==> config.mk <==
export PLATFORM = sky130hd
export DESIGN_NAME = clip_event_playback_sequencer
export DESIGN_NICKNAME = d
export VERILOG_FILES = /design/src/sv/ceps_pkg.sv /design/src/sv/ceps_table.sv /design/src/sv/clip_event_playback_sequencer.sv
export SDC_FILE = /design/constraint.sdc
export NUM_CORES = 2
export LEC_CHECK = 0
export ABC_AREA = 1
export BUFFER_PORTS_ARGS = -buffer_cell sky130_fd_sc_hd__buf_2
export CORE_MARGIN = 1.5
export CORE_UTILIZATION = 40
export DETAILED_ROUTE_END_ITERATION = 12
export PLACE_DENSITY = 0.57
export SLEW_MARGIN = 20
export SYNTH_ARGS = -nofsm -noshare
export SYNTH_HDL_FRONTEND = slang
export SYNTH_SLANG_ARGS = --single-unit
==> constraint.sdc <==
create_clock -name clock -period 6.5 [get_ports clock]
set_input_delay 0.975 -clock clock [delete_from_list [all_inputs] [get_ports clock]]
set_output_delay 0.975 -clock clock [all_outputs]
set_load 0.05 [all_outputs]
==> src/sv/ceps_pkg.sv <==
package ceps_pkg;

   localparam int DEFAULT_TABLE_DEPTH = 64;
   localparam int DEFAULT_TIME_BITS   = 24;

   localparam int EVENT_TIME_BITS = 24;
   localparam int MSG_BITS        = 26;
   localparam int MAX_LENGTH      = 3;
   localparam int CSR_INDEX_BITS  = 2;
   localparam int CSR_DATA_BITS   = 16;

   typedef enum logic [1:0] {
      OP_APPEND = 2'd0,
      OP_TICK   = 2'd1,
      OP_REWIND = 2'd2,
      OP_CLEAR  = 2'd3
   } opcode_type;

   typedef enum logic [CSR_INDEX_BITS-1:0] {
      CSR_TICK_DIVIDE = 2'd0,
      CSR_ONE_SHOT    = 2'd1
   } csr_index_type;

   typedef struct packed {
      logic [MSG_BITS-1:0] msg;
      logic                wrapped;
      logic                halted;
   } emit_type;

endpackage

==> src/sv/ceps_table.sv <==
module ceps_table #(
   parameter  int TABLE_DEPTH = ceps_pkg::DEFAULT_TABLE_DEPTH,
   parameter  int TIME_BITS   = ceps_pkg::DEFAULT_TIME_BITS,
   localparam int AddrBits    = (TABLE_DEPTH > 1) ? $clog2(TABLE_DEPTH) : 1,
   localparam int EntryBits   = TIME_BITS + ceps_pkg::MSG_BITS
) (
   input  logic                 clock,
   input  logic                 wr_en,
   input  logic [AddrBits-1:0]  wr_addr,
   input  logic [EntryBits-1:0] wr_data,
   input  logic [AddrBits-1:0]  rd_addr,
   output logic [EntryBits-1:0] rd_data
);
   import ceps_pkg::*;

   logic [EntryBits-1:0] mem [TABLE_DEPTH];
   logic [EntryBits-1:0] rd_data_ff;

   always_ff @(posedge clock) begin
      if (wr_en) begin
         mem[wr_addr] <= wr_data;
      end
      rd_data_ff <= mem[rd_addr];
   end

   assign rd_data = rd_data_ff;

endmodule

==> src/sv/clip_event_playback_sequencer.sv <==
// Append, rewind, clear and ticks that do not scan complete in idle; busy stays low.
// A scanning tick makes one compare per cycle on a registered table read issued in the
// cycle before, then one closing step (the missing compare, or the
// flush when one-shot play halts). Busy stays high from accept through the closing step.
// Each message appears on rsp_valid for one cycle; the receiver cannot stall.
// Synchronous active-high reset empties the table, rewinds play, tick_divide 1, one_shot 0.
module clip_event_playback_sequencer #(
   parameter int TABLE_DEPTH = ceps_pkg::DEFAULT_TABLE_DEPTH,
   parameter int TIME_BITS   = ceps_pkg::DEFAULT_TIME_BITS
) (
   input  logic                                  clock,
   input  logic                                  reset,
   input  logic                                  start,
   output logic                                  busy,
   input  ceps_pkg::opcode_type                  req_opcode,
   input  logic [ceps_pkg::EVENT_TIME_BITS-1:0]  req_event_time,
   input  logic [7:0]                            req_in_byte0,
   input  logic [7:0]                            req_in_byte1,
   input  logic [7:0]                            req_in_byte2,
   input  logic [2:0]                            req_in_length,
   output logic                                  rsp_valid,
   output logic [7:0]                            rsp_out_byte0,
   output logic [7:0]                            rsp_out_byte1,
   output logic [7:0]                            rsp_out_byte2,
   output logic [1:0]                            rsp_out_length,
   output logic                                  rsp_wrapped,
   output logic                                  rsp_halted,
   output logic                                  rsp_last_of_tick,
   input  logic                                  csr_valid,
   output logic                                  csr_ready,
   input  logic [ceps_pkg::CSR_INDEX_BITS-1:0]   csr_index,
   input  logic [ceps_pkg::CSR_DATA_BITS-1:0]    csr_wdata
);
   import ceps_pkg::*;

   localparam int AddrBits  = (TABLE_DEPTH > 1) ? $clog2(TABLE_DEPTH) : 1;
   localparam int CountBits = $clog2(TABLE_DEPTH + 1);
   localparam int EntryBits = TIME_BITS + MSG_BITS;
   localparam logic [CountBits-1:0] DepthCount = CountBits'(TABLE_DEPTH);

   typedef enum logic [1:0] {
      S_IDLE,
      S_SCAN,
      S_FLUSH
   } state_type;

   state_type              state_ff, state_in;
   logic [CountBits-1:0]   count_ff, count_in;
   logic [AddrBits-1:0]    pos_ff, pos_in;
   logic [15:0]            presc_ff, presc_in;
   logic [TIME_BITS-1:0]   clip_ff, clip_in;
   logic                   playing_ff, playing_in;
   logic [CountBits-1:0]   fired_ff, fired_in;
   logic [15:0]            divide_ff, divide_in;
   logic                   one_shot_ff, one_shot_in;
   logic                   pend_valid_ff, pend_valid_in;
   emit_type               pend_ff, pend_in;
   logic                   rsp_valid_ff, rsp_valid_in;
   emit_type               rsp_ff, rsp_in;
   logic                   rsp_last_ff, rsp_last_in;

   logic                   wr_en;
   logic [EntryBits-1:0]   wr_data;
   logic [EntryBits-1:0]   rd_data;
   logic [TIME_BITS-1:0]   rd_time;
   logic [MSG_BITS-1:0]    rd_msg;
   logic [TIME_BITS-1:0]   ev_time;
   logic [MSG_BITS-1:0]    ev_msg;
   logic [15:0]            divide_eff;
   logic [16:0]            step_sum;
   logic                   step_roll;
   logic [15:0]            step_presc;
   logic [TIME_BITS-1:0]   step_clip;
   logic [CountBits-1:0]   pos_next;
   logic                   hit;

   ceps_table #(
      .TABLE_DEPTH (TABLE_DEPTH),
      .TIME_BITS   (TIME_BITS)
   ) u_table (
      .clock   (clock),
      .wr_en   (wr_en),
      .wr_addr (count_ff[AddrBits-1:0]),
      .wr_data (wr_data),
      .rd_addr (pos_in),
      .rd_data (rd_data)
   );

   assign rd_time = rd_data[EntryBits-1:MSG_BITS];
   assign rd_msg  = rd_data[MSG_BITS-1:0];

   // zero bytes at or past the message length
   always_comb begin
      ev_time = TIME_BITS'(req_event_time);
      ev_msg  = {req_in_length[1:0],
                 (req_in_length >= 3'd3) ? req_in_byte2 : 8'h00,
                 (req_in_length >= 3'd2) ? req_in_byte1 : 8'h00,
                 (req_in_length >= 3'd1) ? req_in_byte0 : 8'h00};
      wr_data = {ev_time, ev_msg};
   end

   // prescaler advance from the current state
   always_comb begin
      divide_eff = (divide_ff == 16'd0) ? 16'd1 : divide_ff;
      step_sum   = {1'b0, presc_ff} + 17'd1;
      step_roll  = step_sum >= {1'b0, divide_eff};
      step_presc = step_roll ? 16'd0 : step_sum[15:0];
      step_clip  = step_roll ? clip_ff + TIME_BITS'(1) : clip_ff;
   end

   always_comb begin
      pos_next = CountBits'(pos_ff) + CountBits'(1);
      hit      = (fired_ff < count_ff) && (rd_time == clip_ff);
   end

   always_comb begin
      state_in      = state_ff;
      count_in      = count_ff;
      pos_in        = pos_ff;
      presc_in      = presc_ff;
      clip_in       = clip_ff;
      playing_in    = playing_ff;
      fired_in      = fired_ff;
      divide_in     = divide_ff;
      one_shot_in   = one_shot_ff;
      pend_valid_in = pend_valid_ff;
      pend_in       = pend_ff;
      rsp_valid_in  = 1'b0;
      rsp_in        = rsp_ff;
      rsp_last_in   = rsp_last_ff;
      wr_en         = 1'b0;

      if (csr_valid) begin
         unique case (csr_index)
            CSR_TICK_DIVIDE: divide_in   = csr_wdata;
            CSR_ONE_SHOT:    one_shot_in = csr_wdata[0];
            default: ;
         endcase
      end

      unique case (state_ff)
         S_IDLE: begin
            if (start) begin
               unique case (req_opcode) inside
                  OP_APPEND: begin
                     if (req_in_length <= 3'(MAX_LENGTH) && count_ff < DepthCount) begin
                        wr_en    = 1'b1;
                        count_in = count_ff + CountBits'(1);
                     end
                  end
                  OP_TICK: begin
                     if (playing_ff) begin
                        if (presc_ff == 16'd0 && count_ff != '0) begin
                           state_in      = S_SCAN;
                           fired_in      = '0;
                           pend_valid_in = 1'b0;
                        end else begin
                           presc_in = step_presc;
                           clip_in  = step_clip;
                        end
                     end
                  end
                  OP_REWIND, OP_CLEAR: begin
                     pos_in     = '0;
                     presc_in   = 16'd0;
                     clip_in    = '0;
                     playing_in = 1'b1;
                     if (req_opcode == OP_CLEAR) begin
                        count_in = '0;
                     end
                  end
                  default: ;
               endcase
            end
         end
         S_SCAN: begin
            if (hit) begin
               // release the previous match; the new one waits to learn if it is last
               if (pend_valid_ff) begin
                  rsp_valid_in = 1'b1;
                  rsp_in       = pend_ff;
                  rsp_last_in  = 1'b0;
               end
               pend_valid_in   = 1'b1;
               pend_in.msg     = rd_msg;
               pend_in.wrapped = 1'b0;
               pend_in.halted  = 1'b0;
               fired_in        = fired_ff + CountBits'(1);
               if (pos_next >= count_ff) begin
                  pos_in = '0;
                  if (one_shot_ff) begin
                     playing_in     = 1'b0;
                     pend_in.halted = 1'b1;
                     state_in       = S_FLUSH;
                  end else begin
                     clip_in         = '0;
                     presc_in        = 16'd0;
                     pend_in.wrapped = 1'b1;
                  end
               end else begin
                  pos_in = pos_next[AddrBits-1:0];
               end
            end else begin
               if (pend_valid_ff) begin
                  rsp_valid_in = 1'b1;
                  rsp_in       = pend_ff;
                  rsp_last_in  = 1'b1;
               end
               pend_valid_in = 1'b0;
               presc_in      = step_presc;
               clip_in       = step_clip;
               state_in      = S_IDLE;
            end
         end
         S_FLUSH: begin
            rsp_valid_in  = 1'b1;
            rsp_in        = pend_ff;
            rsp_last_in   = 1'b1;
            pend_valid_in = 1'b0;
            state_in      = S_IDLE;
         end
         default: state_in = S_IDLE;
      endcase
   end

   always_ff @(posedge clock) begin
      if (reset) begin
         state_ff      <= S_IDLE;
         count_ff      <= '0;
         pos_ff        <= '0;
         presc_ff      <= 16'd0;
         clip_ff       <= '0;
         playing_ff    <= 1'b1;
         fired_ff      <= '0;
         divide_ff     <= 16'd1;
         one_shot_ff   <= 1'b0;
         pend_valid_ff <= 1'b0;
         rsp_valid_ff  <= 1'b0;
      end else begin
         state_ff      <= state_in;
         count_ff      <= count_in;
         pos_ff        <= pos_in;
         presc_ff      <= presc_in;
         clip_ff       <= clip_in;
         playing_ff    <= playing_in;
         fired_ff      <= fired_in;
         divide_ff     <= divide_in;
         one_shot_ff   <= one_shot_in;
         pend_valid_ff <= pend_valid_in;
         rsp_valid_ff  <= rsp_valid_in;
      end
      pend_ff     <= pend_in;
      rsp_ff      <= rsp_in;
      rsp_last_ff <= rsp_last_in;
   end

   assign busy             = (state_ff != S_IDLE);
   assign csr_ready        = 1'b1;
   assign rsp_valid        = rsp_valid_ff;
   assign rsp_out_byte0    = rsp_ff.msg[7:0];
   assign rsp_out_byte1    = rsp_ff.msg[15:8];
   assign rsp_out_byte2    = rsp_ff.msg[23:16];
   assign rsp_out_length   = rsp_ff.msg[25:24];
   assign rsp_wrapped      = rsp_ff.wrapped;
   assign rsp_halted       = rsp_ff.halted;
   assign rsp_last_of_tick = rsp_last_ff;

   a_halt_is_last: assert property (@(posedge clock) disable iff (reset)
      rsp_valid && rsp_halted |-> rsp_last_of_tick)
      else $error("halting beat not marked last of tick");

   a_wrap_halt_excl: assert property (@(posedge clock) disable iff (reset)
      rsp_valid |-> !(rsp_wrapped && rsp_halted))
      else $error("beat both wrapped and halted");

   a_no_rsp_after_cmd: assert property (@(posedge clock) disable iff (reset)
      start && !busy && req_opcode != OP_TICK |=> !rsp_valid)
      else $error("beat produced by a non-tick command");

   a_count_bound: assert property (@(posedge clock) disable iff (reset)
      count_ff <= DepthCount)
      else $error("entry count beyond table depth");

   a_halt_stops: assert property (@(posedge clock) disable iff (reset)
      rsp_valid && rsp_halted |-> !playing_ff)
      else $error("play still running after halt");

endmodule

==> metrics.csv <==
stage,metric,value,unit
setup_path,setup.worst_path.end_class,register,
die,fp.dieW,610.3,um
worst_hold_path,hold_class,in2reg,
die,rows,222,
power,p_int,35930,uW
setup_path,arrival,6.05,ns
routing,firstDrtPassIters,6,
timing,maxSlewViolCount,0,
timing,fmax,184.1,MHz
routing,routedWlPerCell,25.36,um
clock_network,cts_hold_buf,0,
global_route,first_global_vias,94620,
timing,finalCriticalPeriod,5.432,ns
power,power_density,276.3,nW/um2
power,p_leak,0.06557,uW
clock_network,clkTransAtPathRegs,0.06,ns
power,p_switching,9922,uW
power,peakVddDrop,0.0002155,V
clock_network,cts_buffers,360,
power,p_clk_share,44.1,%
timing,worst_slew_pin_slew,1.165,ns
placed_design,dpl_cell_area,154300,um2
setup_path,worstPathRequired,7.12,ns
timing,fin_skew,0.05173,ns
yosys,synth-edff-count,3257,
layout,regArea,100400,um2
layout,multiInputGateArea,34990,um2
timing,finalSetupViolations,0,
clock_network,clockBufferDepth,4,
yosys,synth-compound-area-share,0.8559,%
timing,setup_slack,1.068,ns
clock_network,clock_latency,0.95,ns
placed_design,io_buffers,105,
run,maxCapViolCount,0,
layout,drive_gt1_share,7.494,%
yosys,synth_nets,13890,
global_route,grt_start_max_net_pins,174,
yosys,synth-seq-cells,3389,
die,core,366400,um2
clock_network,cts-root-buf,clkbuf_16,
global_route,grt_pass1_wl,684200,um
status,status,"complete, no violations",
layout,nets,13870,
clock_network,post_cts_resized,0,
routing,route.detailed.drc,0,
yosys,synthAdderAreaFrac,0.3308,%
layout,final_area,165900,um2
yosys,synth_top_family_by_area,simple AND/OR/NAND/NOR gates,
routing,routed_via_density,5.371,
placed_design,dp_slack,1.251,ns
yosys,syn_inst,13780,
yosys,async_reset_ff_share,0,%
clock_network,clock-sinks,3389,
timing,post-route-period-util,83.57,%
yosys,synth.mux.area_fraction,0,%
clock_network,postCtsSetupRepairBufs,0,
power,pwr-share-seq,52.8,%
placed_design,hpwl,245600,um
clock_network,cts-htree-levels,5,
setup_path,worstPathMaxFanout,142,
yosys,ys_types,43,
layout,fillers,33340,
die,die_h,610.3,um
yosys,synth_xor_xnor_area_share,0.1366,%
global_route,grt_overflow_total,0,
die,start_util,40.26,%
yosys,netlist_area,147500,um2
power,switching_share,21.64,%
routing,ant_nets,0,
placed_design,gp_congestion,0.8550,
yosys,yosys_most_used_dff,edfxtp_1,
routing,vias,101800,
timing,rsz0062_at_grt,false,
yosys,ys_seq_area_share,68.10,%
die,io_pins,107,
layout,area_growth_syn_to_layout,12.50,%
yosys,postSynthAreaPerCell,10.70,um2
timing,hold_viol,0,
timing,relSlewSlack,22.21,%
power,p_comb_share,3.2,%
die,die_area,372400,um2
setup_path,path_class,reg2reg,
timing,tns,0,ns
clock_network,cts_tree,built,
routing,drt_iter0_drc,12380,
setup_path,critPathLaunchType,register,
routing,wl,480400,um
global_route,grt.total_usage,25.24,%
yosys,synth_simple_gate_area_share,21.88,%
yosys,synth-warning-count,0,
global_route,antenna_found_initial,26,
-- per-layer routing --
layer,vias up,track usage (%),wire length [um]
met5,-,0,33
met4,6,10.05,22310
met3,816,3.365,39940
met2,4729,41.24,221900
met1,50100,34.08,196300
li1,46110,-,-
-- cells by family after synthesis --
group	Yosys count
other	1
AND/OR/NAND/NOR	6984
XOR/XNOR	23
buffers and inverters	3137
adder cells (fa/ha/maj)	39
flip-flops	3389
AO/OA/AOI/OAI	207
-- stage by stage --
| stage | total power [uW] | std cells | hold slack [ns] | util (%) |
|---|---|---|---|---|
| after global routing | 46970 | 18940 | 0.2879 | 45.29 |
| after CTS | 46050 | 18870 | 0.2532 | 45.23 |
| after global placement | 26070 | 18210 | 0.4029 | 42.10 |
| after floorplan | 25440 | 13780 | 0.3855 | - |
| final | 45850 | 18950 | 0.3148 | 45.30 |
| after detailed placement | 26090 | 18210 | 0.4064 | 42.11 |
-- area by class of cell --
| class | instances | share of cell area (%) |
|---|---|---|
| Tap cell | 4816 | 3.631 |
| Antenna cell | 79 | 0.1191 |
| Sequential cell | 3389 | 60.53 |
| Multi-Input combinational cell | 7254 | 21.08 |
| Clock buffer | 479 | 5.919 |
| Timing Repair Buffer | 415 | 2.431 |
| Inverter | 2337 | 5.327 |
| Clock inverter | 177 | 0.9606 |
-- flip-flops by register name, indices dropped and copies added, names as in the netlist, 2 cells and up --
| signal | cells |
|---|---|
| pend_ff | 28 |
| clip_ff | 24 |
| count_ff | 7 |
| presc_ff | 16 |
| u_table.mem | 3200 |
| rsp_out_byte0 | 8 |
| fired_ff | 7 |
| pos_ff | 6 |
| state_ff | 2 |
| rsp_out_byte2 | 8 |
| divide_ff | 16 |
| u_table.rd_data | 50 |
| rsp_out_length | 2 |
| rsp_out_byte1 | 8 |
-- path summary, 6_finish.rpt --
| check | slack (ns) | depth (start not counted) | from | end |
|---|---|---|---|---|
| worst max-delay path | 1.07 | 21 | pos_ff[0] | u_table.rd_data[26] |
| worst min-delay path | 0.31 | 3 | csr_wdata[10] | divide_ff[10] |
| worst max register to register | 1.07 | 21 | pos_ff[0] | u_table.rd_data[26] |
| worst min register to register | 0.42 | 0 | pend_ff[16] | rsp_out_byte1[6] |
-- Yosys cell counts, types with 6 or more instances --
library cell  count  area share, %
edfxtp_1       3257             66
nand3_1        3158             11
nand2_1        3089            7.9
inv_1          2316            5.9
buf_2           506            1.7
nand3b_1        501            2.5
clkbuf_1        197           0.50
nor2_1          159           0.40
dfxtp_1         132            1.8
a21oi_1          56           0.19
o211ai_1         54           0.27
o21ai_0          46           0.16
ha_1             39           0.33
buf_4            38           0.19
buf_6            36           0.27
nor3_1           24          0.081
buf_1            23          0.059
xor2_1           20           0.12
inv_2            19          0.048
nand4_1          16          0.068
a211oi_1         15          0.076
nor4_1           15          0.064
a31oi_1          14          0.059
o21ai_1           9          0.031
nand2_2           6          0.025
-- cells in the final DEF (no fill, tap or decap), types with 61 or more instances in the layout --
master and count:
buf_12 91, clkbuf_16 366, nor2_4 91, dfxtp_1 132, clkbuf_1 89, inv_1 2316, clkinv_2 61, diode_2 79
buf_4 227, buf_2 96, nor2_1 69, nand3b_1 501, nand2_1 3088, clkinv_1 66, edfxtp_1 3257, nand3_1 3158
-- power by group through the flow --
stage	logic (uW)	registers (uW)	clock network, uW
global placement	1420	24700	0
global route	1570	24200	21200
detailed placement	1430	24700	0
finish	1450	24200	20200
CTS	1440	24200	20400
floorplan	678	24800	0
-- worst max-delay path, cell delays in order (launching register included) --
cell       delay [ns]
dfxtp_1          0.51
nand3_1          0.17
nor2_1           0.11
nand2_1          0.06
xor2_1           0.27
inv_1            0.08
ha_1             0.30
nand2_1          0.10
a21oi_1          0.05
nor2_1           0.09
nand3_1          0.23
inv_1            0.14
nand4_1          0.23
nand2_8          0.41
clkinv_16        0.45
buf_12           0.44
nand3_1          0.13
nand3_1          0.08
nand3_1          0.16
nand3_1          0.18
nand3_1          0.18
nand2_1          0.41
Power figures use the tool's default switching activity.
